### src/rtl/assert_macros.svh
// Assertion shorthands shared by the RTL.
// Each macro takes a label, a clock, an active-low reset and the checked expressions.
`ifndef ASSERT_MACROS_SVH
`define ASSERT_MACROS_SVH

// The expression holds at every clock edge outside reset.
`define ASSERT_ALWAYS(lbl, clk, rstn, expr) \
	lbl: assert property (@(posedge clk) disable iff (!rstn) (expr)) \
		else $error("assertion failed: invariant");

// When the antecedent holds, the consequent holds in the same cycle.
`define ASSERT_IMPLIES(lbl, clk, rstn, ante, cons) \
	lbl: assert property (@(posedge clk) disable iff (!rstn) (ante) |-> (cons)) \
		else $error("assertion failed: same-cycle implication");

// When the antecedent holds, the consequent holds in the next cycle.
`define ASSERT_NEXT(lbl, clk, rstn, ante, cons) \
	lbl: assert property (@(posedge clk) disable iff (!rstn) (ante) |=> (cons)) \
		else $error("assertion failed: next-cycle implication");

`endif

### src/rtl/wptm_pkg.sv
package wptm_pkg;

	localparam int DEPTH_DEF = 64;

	localparam logic [1:0] OP_CLEAR  = 2'd0;
	localparam logic [1:0] OP_APPEND = 2'd1;
	localparam logic [1:0] OP_LOOKUP = 2'd2;

	typedef struct packed {
		logic [7:0] key_class;
		logic [7:0] key_slot;
		logic [7:0] key_level;
	} key_t;

	typedef struct packed {
		logic [1:0]  opcode;
		logic [7:0]  key_class;
		logic [7:0]  key_slot;
		logic [7:0]  key_level;
		logic [31:0] rule_value;
	} req_word_t;

	typedef struct packed {
		logic [31:0] match_value;
		logic        matched;
		logic        append_dropped;
	} rsp_word_t;

	// One stored rule: keys above, value below.
	typedef struct packed {
		key_t        keys;
		logic [31:0] value;
	} rule_t;

	localparam int RULE_W = $bits(rule_t);

	// Control from the sequencer to the match unit.
	typedef struct packed {
		logic start;    // new lookup: forget the previous best
		logic valid;    // read data from the table is present this cycle
	} scan_ctrl_t;

endpackage

### src/rtl/wptm_ram.sv
module wptm_ram #(
	parameter int WIDTH = 8,
	parameter int DEPTH = 64,
	localparam int AW = (DEPTH > 1) ? $clog2(DEPTH) : 1
) (
	input  logic             clk,
	input  logic             wr_en,
	input  logic [AW-1:0]    wr_addr,
	input  logic [WIDTH-1:0] wr_data,
	input  logic             rd_en,
	input  logic [AW-1:0]    rd_addr,
	output logic [WIDTH-1:0] rd_data
);

	logic [WIDTH-1:0] mem [DEPTH];

	always_ff @(posedge clk) begin
		if (wr_en) begin
			mem[wr_addr] <= wr_data;
		end
		if (rd_en) begin
			rd_data <= mem[rd_addr];
		end
	end

endmodule

### src/rtl/wptm_scan.sv
module wptm_scan import wptm_pkg::*; (
	input  logic        clk,
	input  logic        arst_n,
	input  scan_ctrl_t  ctrl,
	input  key_t        query,
	input  rule_t       rule,
	output logic [31:0] best_value,
	output logic        found
);

	logic       hit;
	logic [2:0] score;
	logic [2:0] best_score_q;
	logic       found_q;
	logic [31:0] best_value_q;

	// A rule key of zero is a wildcard and matches anything.
	always_comb begin
		hit = (rule.keys.key_class == 8'd0 || rule.keys.key_class == query.key_class)
			&& (rule.keys.key_slot == 8'd0 || rule.keys.key_slot == query.key_slot)
			&& (rule.keys.key_level == 8'd0 || rule.keys.key_level == query.key_level);
		score = {rule.keys.key_class != 8'd0, rule.keys.key_slot != 8'd0,
			rule.keys.key_level != 8'd0};
	end

	// Strictly greater replaces, so the earliest rule keeps a tie.
	always_ff @(posedge clk or negedge arst_n) begin
		if (!arst_n) begin
			found_q <= 1'b0;
		end else if (ctrl.start) begin
			found_q <= 1'b0;
		end else if (ctrl.valid && hit) begin
			found_q <= 1'b1;
		end
	end

	always_ff @(posedge clk) begin
		if (ctrl.start) begin
			best_value_q <= 32'd0;
			best_score_q <= 3'd0;
		end else if (ctrl.valid && hit && (!found_q || score > best_score_q)) begin
			best_value_q <= rule.value;
			best_score_q <= score;
		end
	end

	assign best_value = best_value_q;
	assign found      = found_q;

endmodule

### src/rtl/wildcard_priority_table_match_unit.sv
// Wildcard rule table with most-specific match. Each request word clears the table, appends a
// rule of three 8-bit keys and a 32-bit value, or looks up a key triple; every request gives
// exactly one response word. A rule key of zero is a wildcard. A lookup returns the value of the
// matching rule with the highest score (4 for a set class key, 2 for slot, 1 for level), the
// earliest such rule on a tie, or zero with matched low if nothing matches. An append to a full
// table is refused and flagged with append_dropped. Clear, append and a lookup on an empty
// table are answered directly. Any other lookup reads the stored rules one per cycle through
// the single read port of the rule memory, lets the last read pass the memory's read register,
// and posts the result once the response register is free; only then is a new request taken.
// Requests are taken one at a time, so a lookup never overlaps a write to the table. No
// clearing pass is needed after reset: only entries below the rule count are ever read.
`include "assert_macros.svh"

module wildcard_priority_table_match_unit import wptm_pkg::*; #(
	parameter int DEPTH = DEPTH_DEF
) (
	input  logic      clk,
	input  logic      arst_n,
	input  logic      req_valid,
	output logic      req_stall,
	input  req_word_t req,
	output logic      rsp_valid,
	input  logic      rsp_stall,
	output rsp_word_t rsp
);

	localparam int AW = (DEPTH > 1) ? $clog2(DEPTH) : 1;
	localparam int CW = $clog2(DEPTH + 1);

	localparam logic [1:0] ST_IDLE  = 2'd0;
	localparam logic [1:0] ST_SCAN  = 2'd1;
	localparam logic [1:0] ST_DRAIN = 2'd2;
	localparam logic [1:0] ST_DONE  = 2'd3;

	logic [1:0]    state_q;
	logic [CW-1:0] count_q;
	logic [CW-1:0] addr_q;
	key_t          query_q;
	logic          rd_vld_s1;
	logic          rsp_valid_q;
	rsp_word_t     rsp_word_q;

	logic       req_fire;
	logic       rsp_free;
	logic       full;
	logic       last_addr;
	logic       rsp_load;
	rsp_word_t  rsp_next;
	logic       wr_en;
	rule_t      wr_rule;
	rule_t      rd_rule;
	scan_ctrl_t scan_ctrl;
	logic [31:0] best_value;
	logic        found;

	// The response register may take a new word when empty or when its word leaves now.
	assign rsp_free  = !rsp_valid_q || !rsp_stall;
	assign req_stall = (state_q != ST_IDLE) || !rsp_free;
	assign req_fire  = req_valid && !req_stall;
	assign full      = (count_q == CW'(DEPTH));
	assign last_addr = (addr_q == count_q - CW'(1));

	assign wr_en   = req_fire && req.opcode == OP_APPEND && !full;
	assign wr_rule = '{keys: '{key_class: req.key_class, key_slot: req.key_slot,
		key_level: req.key_level}, value: req.rule_value};

	wptm_ram #(
		.WIDTH (RULE_W),
		.DEPTH (DEPTH)
	) u_rules (
		.clk     (clk),
		.wr_en   (wr_en),
		.wr_addr (count_q[AW-1:0]),
		.wr_data (wr_rule),
		.rd_en   (state_q == ST_SCAN),
		.rd_addr (addr_q[AW-1:0]),
		.rd_data (rd_rule)
	);

	assign scan_ctrl = '{start: req_fire && req.opcode == OP_LOOKUP, valid: rd_vld_s1};

	wptm_scan u_scan (
		.clk        (clk),
		.arst_n     (arst_n),
		.ctrl       (scan_ctrl),
		.query      (query_q),
		.rule       (rd_rule),
		.best_value (best_value),
		.found      (found)
	);

	// Response word to post this cycle, if any.
	always_comb begin
		rsp_load = 1'b0;
		rsp_next = '0;
		if (req_fire) begin
			case (req.opcode)
				OP_APPEND: begin
					rsp_load = 1'b1;
					rsp_next.append_dropped = full;
				end
				OP_LOOKUP: begin
					// An empty table answers at once with no match.
					rsp_load = (count_q == CW'(0));
				end
				default: begin
					rsp_load = 1'b1;
				end
			endcase
		end else if (state_q == ST_DONE && rsp_free) begin
			rsp_load = 1'b1;
			rsp_next.match_value = best_value;
			rsp_next.matched     = found;
		end
	end

	always_ff @(posedge clk or negedge arst_n) begin
		if (!arst_n) begin
			state_q     <= ST_IDLE;
			count_q     <= '0;
			addr_q      <= '0;
			rd_vld_s1   <= 1'b0;
			rsp_valid_q <= 1'b0;
		end else begin
			rd_vld_s1 <= (state_q == ST_SCAN);
			if (rsp_load) begin
				rsp_valid_q <= 1'b1;
			end else if (!rsp_stall) begin
				rsp_valid_q <= 1'b0;
			end
			case (state_q)
				ST_IDLE: begin
					if (req_fire) begin
						case (req.opcode)
							OP_CLEAR: begin
								count_q <= '0;
							end
							OP_APPEND: begin
								if (!full) begin
									count_q <= count_q + CW'(1);
								end
							end
							OP_LOOKUP: begin
								addr_q <= '0;
								if (count_q != CW'(0)) begin
									state_q <= ST_SCAN;
								end
							end
							default: begin
							end
						endcase
					end
				end
				ST_SCAN: begin
					addr_q <= addr_q + CW'(1);
					if (last_addr) begin
						state_q <= ST_DRAIN;
					end
				end
				ST_DRAIN: begin
					state_q <= ST_DONE;
				end
				default: begin
					if (rsp_free) begin
						state_q <= ST_IDLE;
					end
				end
			endcase
		end
	end

	always_ff @(posedge clk) begin
		if (rsp_load) begin
			rsp_word_q <= rsp_next;
		end
		if (req_fire) begin
			query_q <= '{key_class: req.key_class, key_slot: req.key_slot,
				key_level: req.key_level};
		end
	end

	assign rsp_valid = rsp_valid_q;
	assign rsp       = rsp_word_q;

	`ASSERT_ALWAYS(a_count_bound, clk, arst_n, count_q <= CW'(DEPTH))
	`ASSERT_IMPLIES(a_scan_in_range, clk, arst_n, state_q == ST_SCAN, addr_q < count_q)
	`ASSERT_NEXT(a_append_grows, clk, arst_n,
		req_fire && req.opcode == OP_APPEND && !full, count_q == $past(count_q) + CW'(1))
	`ASSERT_NEXT(a_drop_keeps_count, clk, arst_n,
		req_fire && req.opcode == OP_APPEND && full, count_q == $past(count_q))
	`ASSERT_IMPLIES(a_match_not_drop, clk, arst_n, rsp_valid_q && rsp_word_q.matched,
		!rsp_word_q.append_dropped)

endmodule

### config.mk
export PLATFORM = sky130hd
export DESIGN_NAME = wildcard_priority_table_match_unit
export DESIGN_NICKNAME = d
export VERILOG_FILES = /design/src/rtl/wptm_pkg.sv /design/src/rtl/wptm_ram.sv /design/src/rtl/wptm_scan.sv /design/src/rtl/wildcard_priority_table_match_unit.sv
export VERILOG_INCLUDE_DIRS = /design/src /design/src/rtl
export SDC_FILE = /design/constraint.sdc
export NUM_CORES = 2
export LEC_CHECK = 0
export ABC_AREA = 0
export BUFFER_PORTS_ARGS = -buffer_cell sky130_fd_sc_hd__buf_2
export CAP_MARGIN = 20
export CORE_MARGIN = 5
export CORE_UTILIZATION = 45
export CTS_CLUSTER_DIAMETER = 100
export DETAILED_ROUTE_END_ITERATION = 12
export PLACE_DENSITY = 0.67
export SETUP_SLACK_MARGIN = 0.2
export SLEW_MARGIN = 20
export SYNTH_ARGS = -nofsm -noshare
export SYNTH_HDL_FRONTEND = slang
export SYNTH_SLANG_ARGS = --single-unit
### constraint.sdc
create_clock -name clk -period 16 [get_ports clk]
set_input_delay 2.4 -clock clk [delete_from_list [all_inputs] [get_ports clk]]
set_output_delay 2.4 -clock clk [all_outputs]
set_load 0.01 [all_outputs]
After elaboration in Yosys (flattened, before gate mapping)
Memories as Yosys holds them, arrays and structs flattened. A register that Yosys moved wholly into a read port is not among the register bits.
Index checks and enable logic that the tools add are counted.
{"block": "op_classes", "n_addsub": 3, "magnitude_cmp": 1, "n_eq_ne": 16, "mux": 20, "bitwise_logic": 1, "n_reduce_logical": 41}
{"operator": "one-hot mux 7 bit (2 select lines)", "n": 2}
{"operator": "equality test 8 bit", "n": 3}
{"operator": "zero test 8 bit", "n": 3}
{"operator": "nonzero test 8 bit", "n": 3}
{"operator": "2-to-1 mux 7 bit", "n": 3}
{"operator": "adder 7 x 1 -> 7 bit (second input constant)", "n": 2}
{"operator": "2-to-1 mux 2 bit", "n": 5}
{"operator": "inequality test 2 bit (second input constant)", "n": 5}
{"operator": "logical AND 1 bit", "n": 9}
{"operator": "2-to-1 mux 1 bit", "n": 9}
{"operator": "nonzero test 2 bit", "n": 4}
{"operator": "equality test 7 bit", "n": 1}
{"operator": "equality test 7 bit (second input constant)", "n": 1}
{"operator": "zero test 7 bit", "n": 1}
{"operator": "nonzero test 7 bit", "n": 1}
{"operator": "subtractor 7 x 1 -> 7 bit (second input constant)", "n": 1}
{"operator": "equality test 2 bit (second input constant)", "n": 3}
{"operator": "zero test 1 bit", "n": 6}
{"operator": "logical OR 1 bit", "n": 6}
{"operator": "one-hot mux 2 bit (3 select lines)", "n": 1}
{"operator": "AND reduction 5 bit", "n": 1}
{"operator": "equality test 2 x 1 -> 1 bit (second input constant)", "n": 2}
{"operator": "zero test 2 bit", "n": 2}
{"operator": "AND reduction 4 bit", "n": 1}
{"operator": "other kinds (7)", "n": 7}
{"block": "totals", "ff_bits": 112, "mem_bits_rw": 3584, "output_inout_bits": 36, "memories": 1}
{"memory": "u_rules.mem", "words": 64, "word_bits": 56, "read_ports": 1, "rd_clocked_by_memory_dff": 1, "wr": 1, "line_no": "wptm_ram.sv:15", "text": "logic [WIDTH-1:0] mem [DEPTH];"}

Logic depth before layout (Yosys ltp)
{"block": "depth", "ltp_word": 10, "mapped_depth": 12, "mapped_depth_nobuf": 9}

Cells and area by module
Synthesis repeated with hierarchy kept, for this count alone.
{"block": "unflattened", "hier_cells": 6398, "area_unflattened_um2": 142853.3}
{"mod": "wptm_ram", "n_inst": 1, "cells_per_inst": 5949, "area_each_um2": 137544.4, "seq_area_each_um2": 109304.8}
{"mod": "wildcard_priority_table_match_unit", "n_inst": 1, "cells_per_inst": 240, "area_each_um2": 3244.4, "seq_area_each_um2": 2192.1}
{"mod": "wptm_scan", "n_inst": 1, "cells_per_inst": 209, "area_each_um2": 2064.5, "seq_area_each_um2": 725.7}

Worst setup path after synthesis
No wires, ideal clock.
{"block": "synth_path", "path_type": "in2reg", "from": "input rsp_stall", "to": "memory u_rules.mem[41][0] in the netlist's numbering, enable pin", "setup_ns": 0.551, "arrival_ns": 7.554, "required_ns": 15.449, "slack_ns": 7.895, "stages": 5, "path_buffers": 1, "cell_sequence": "and2_1 -> clkbuf_1 -> nor4_1 -> nand3_1 -> nor3b_1"}
{"block": "synth_via", "elab_chain_cells": 10}
{"element": "from (decl)", "line_no": "wildcard_priority_table_match_unit.sv:23", "text": "input logic rsp_stall,"}
{"element": "zero test 1 bit"}
{"element": "logical OR 1 bit", "line_no": "wildcard_priority_table_match_unit.sv:57", "text": "assign rsp_free = !rsp_valid_q || !rsp_stall;"}
{"element": "zero test 1 bit", "line_no": "wildcard_priority_table_match_unit.sv:58", "text": "assign req_stall = (state_q != ST_IDLE) || !rsp_free;"}
{"element": "logical OR 1 bit", "line_no": "wildcard_priority_table_match_unit.sv:58"}
{"element": "zero test 1 bit", "line_no": "wildcard_priority_table_match_unit.sv:59", "text": "assign req_fire = req_valid && !req_stall;"}
{"element": "logical AND 1 bit", "line_no": "wildcard_priority_table_match_unit.sv:59"}
{"element": "logical AND 1 bit (2 in series)", "line_no": "wildcard_priority_table_match_unit.sv:63", "text": "assign wr_en = req_fire && req.opcode == OP_APPEND && !full;"}
{"element": "2-to-1 mux 1 bit", "line_no": "wptm_ram.sv:18", "text": "if (wr_en) begin"}
{"element": "2-to-1 mux 1 bit (not written as such)", "line_no": "wptm_ram.sv:19", "text": "mem[wr_addr] <= wr_data;"}
{"element": "to (decl)", "line_no": "wptm_ram.sv:15"}
No other way between the ends.

Worst setup path after layout
{"block": "layout_path", "from": "input rsp_stall", "to": "memory u_rules.mem[24][8] in the netlist's numbering, enable pin"}
The elaborated chain is that of the path after synthesis.

==> reports/results.tsv <==
metric	value	unit
cts_buffer_depth	4	
num_rows	207	
worstMarginPinSlew	1.17	ns
hold_depth	2	
tns	0	ns
crit_arrival	6.41	ns
synth_edf_count	3698	
htree_levels	5	
worstHoldEndpoint	u_scan.best_value[30]	
fp.dieArea	0.329	sq mm
grt_pass1_vias	67400	
leakage	49.1	nW
drt-total-wl	369000	microns
multiInputGateArea	0.0296	sq mm
pwr-share-seq	44.1	%
fin_nets	6531	
internal_power	18.4	mW
grt_remaining_overflow	0	
synthFlopType	edfxtp_1	
clock_latency	0.89	ns
pin_count	98	
clock_skew	0.0606	ns
cts_resized	0	
synth_nets	6184	
required	16.50	ns
core_area	0.317	sq mm
synth_area	0.143	sq mm
numPortBuffers	97	
power.switching	7.22	mW
initial_core_util	45.1	%
fin_util	50.8	%
holdCritStartpoint	u_scan.best_value[30]	
finalSetupViolations	0	
antenna_found_initial	47	
rsz0062_at_grt	false	
post-route-period-util	36.9	%
numCtsBuffers	376	
ff_latch_area	0.112	sq mm
outcome	finished clean	
final_common_cell	edfxtp_1	
ant_nets	0	
cp-start-kind	input pin	
syn_to_final_growth	12.6	%
syn_avg_cell_area	23.4	sq um
hpwl	213000	microns
combinationalPowerShare	23.2	%
reg2reg_depth	8	
crit_fanout	38	
power_density	159	mW/mm^2
irDropWorstVdd	0.119	mV
tritoncts	done	
route.detailed.drc	0	
grt_pass1_wl	522000	microns
root_buffer	clkbuf_16	
pwr-share-clk	32.8	%
first_pass_iters	6	
grt_util_all_layers	22.1	%
reg2reg_from	addr_q[0]	
hold_buffers	0	
synth_seq_cells	3752	
grt_max_degree	91	
final-hold-violation-count	0	
cp-end-kind	flop	
path_clk_slew	0.06	ns
gp_congestion	0.834	
die_height	574	microns
finalCriticalPeriod	5.91	ns
viasPerCell	6.25	
maxSlewViolCount	0	
cts.sinks	3752	
fmax	0.169	GHz
drtIter0Drc	10500	
slew_headroom	19.7	%
layout_common_cells	edfxtp_1, mux4_2, clkbuf_16	
drive_above_1_share	28.4	%
timing.max_cap.violations	0	
fillers	24100	
avgRoutedWirePerCell	33.8	microns
synth-async-reset-ratio	0.506	%
post_cts_buffers	0	
dieWidth	574	microns
min-delay-path-class	reg -> reg	
synth_cell_types	61	
ys_seq_area_share	78.5	%
p_sw_share	28.2	%
syn_inst	6111	
r2r_end	u_rules.rd_data[21]	
ys_warn_count	0	
via_count	68200	
reg2reg_slack	10.29	ns
crit_type	in -> reg	
==> worst max-delay path by stage <==
stage / start / slack, ns / end / cells past startpoint
global route: addr_q[0] / 9.93 / u_rules.rd_data[3] / 8
global placement: rsp_stall / 9.25 / u_rules.mem[24][1] / 9
CTS: rsp_stall / 10.11 / u_rules.mem[24][18] / 9
floorplan: rsp_stall / 7.90 / u_rules.mem[41][0] / 5
finish: rsp_stall / 10.09 / u_rules.mem[24][8] / 9
detailed placement: rsp_stall / 9.22 / u_rules.mem[24][1] / 9
==> power by group through the flow <==
| stage | logic, mW | clock network (mW) | registers (mW) |
|---|---|---|---|
| global placement | 5.89 | 0 | 11.5 |
| finish | 5.93 | 8.40 | 11.3 |
| global route | 6.25 | 8.94 | 11.3 |
| CTS | 5.96 | 8.52 | 11.3 |
| detailed placement | 5.93 | 0 | 11.5 |
| floorplan | 3.96 | 0 | 11.3 |
==> final cells by class <==
type | count | area share (%)
sequential | 3752 | 69.7
multi-input combinational | 2015 | 18.4
clock buffer | 438 | 6.03
tap | 4180 | 3.25
timing repair buffer | 301 | 1.42
clock inverter | 215 | 1.17
inverter | 12 | 0.0280
antenna | 11 | 0.0171
==> layer usage <==
layer  global-route usage (%)  vias up  wire, microns
met2                     34.8     4091         176000
met5                        0        -            115
met3                     5.34      514          42800
met4                     4.44       16           7410
met1                     32.0    36800         143000
li1                         -    26800              -
==> critical path: stages <==
cell	delay, ns
buf_2	0.11
and2_1	0.25
nor4_2	0.32
buf_4	0.22
nand2_1	0.08
nor2_1	0.51
nand3_1	0.81
nor2_4	0.91
buf_4	0.69
==> flip-flops by register name, summed over array words and instances (netlist names) <==
signal and flops:
addr_q 7, count_q 7, query_q 24, rd_vld_s1 1, rsp 34, rsp_valid 1
state_q 2, u_rules.mem 3584, u_rules.rd_data 56, u_scan.best_score_q 3, u_scan.best_value 32, u_scan.found 1
==> cell families after synthesis <==
family | after synthesis | synth area share [%]
and+or+nand+nor | 415 | 1.36
buffers and inverters | 344 | 1.25
muxes | 1199 | 17.0
AOI/OAI and AO/OA | 353 | 1.62
DFF | 3752 | 78.5
xor gates and xnor gates | 37 | 0.227
adders and majority gates | 11 | 0.0962
==> Yosys cell counts (22+ instances only) <==
cell      count  area (sq um)
o21ai_0      76           380
nand3_1      48           240
o22ai_1      90           563
buf_4        45           338
buf_2        89           445
mux4_2      980         22100
mux2i_1     199          1990
nor3_1       48           240
nand2_1      92           345
edfxtp_1   3698        111000
dfxtp_1      35           701
and2_1       38           238
clkbuf_1    133           499
a21oi_1      63           315
buf_1        39           146
buf_6        22           248
nor2_1      126           473
xnor2_1      25           219
==> metrics by stage <==
stage / instance area [sq um] / power [mW] / hold WS, ns / worst slack (ns) / instances
floorplan: 143000 / 15.3 / 0.449 / 7.90 / 6111
global placement: 149000 / 17.4 / 0.463 / 9.25 / 10300
detailed placement: 149000 / 17.4 / 0.462 / 9.22 / 10300
CTS: 161000 / 25.8 / 0.470 / 10.11 / 10900
global route: 161000 / 26.5 / 0.501 / 9.93 / 10900
finish: 161000 / 25.6 / 0.472 / 10.09 / 10900
Power figures use the tool's default switching activity.
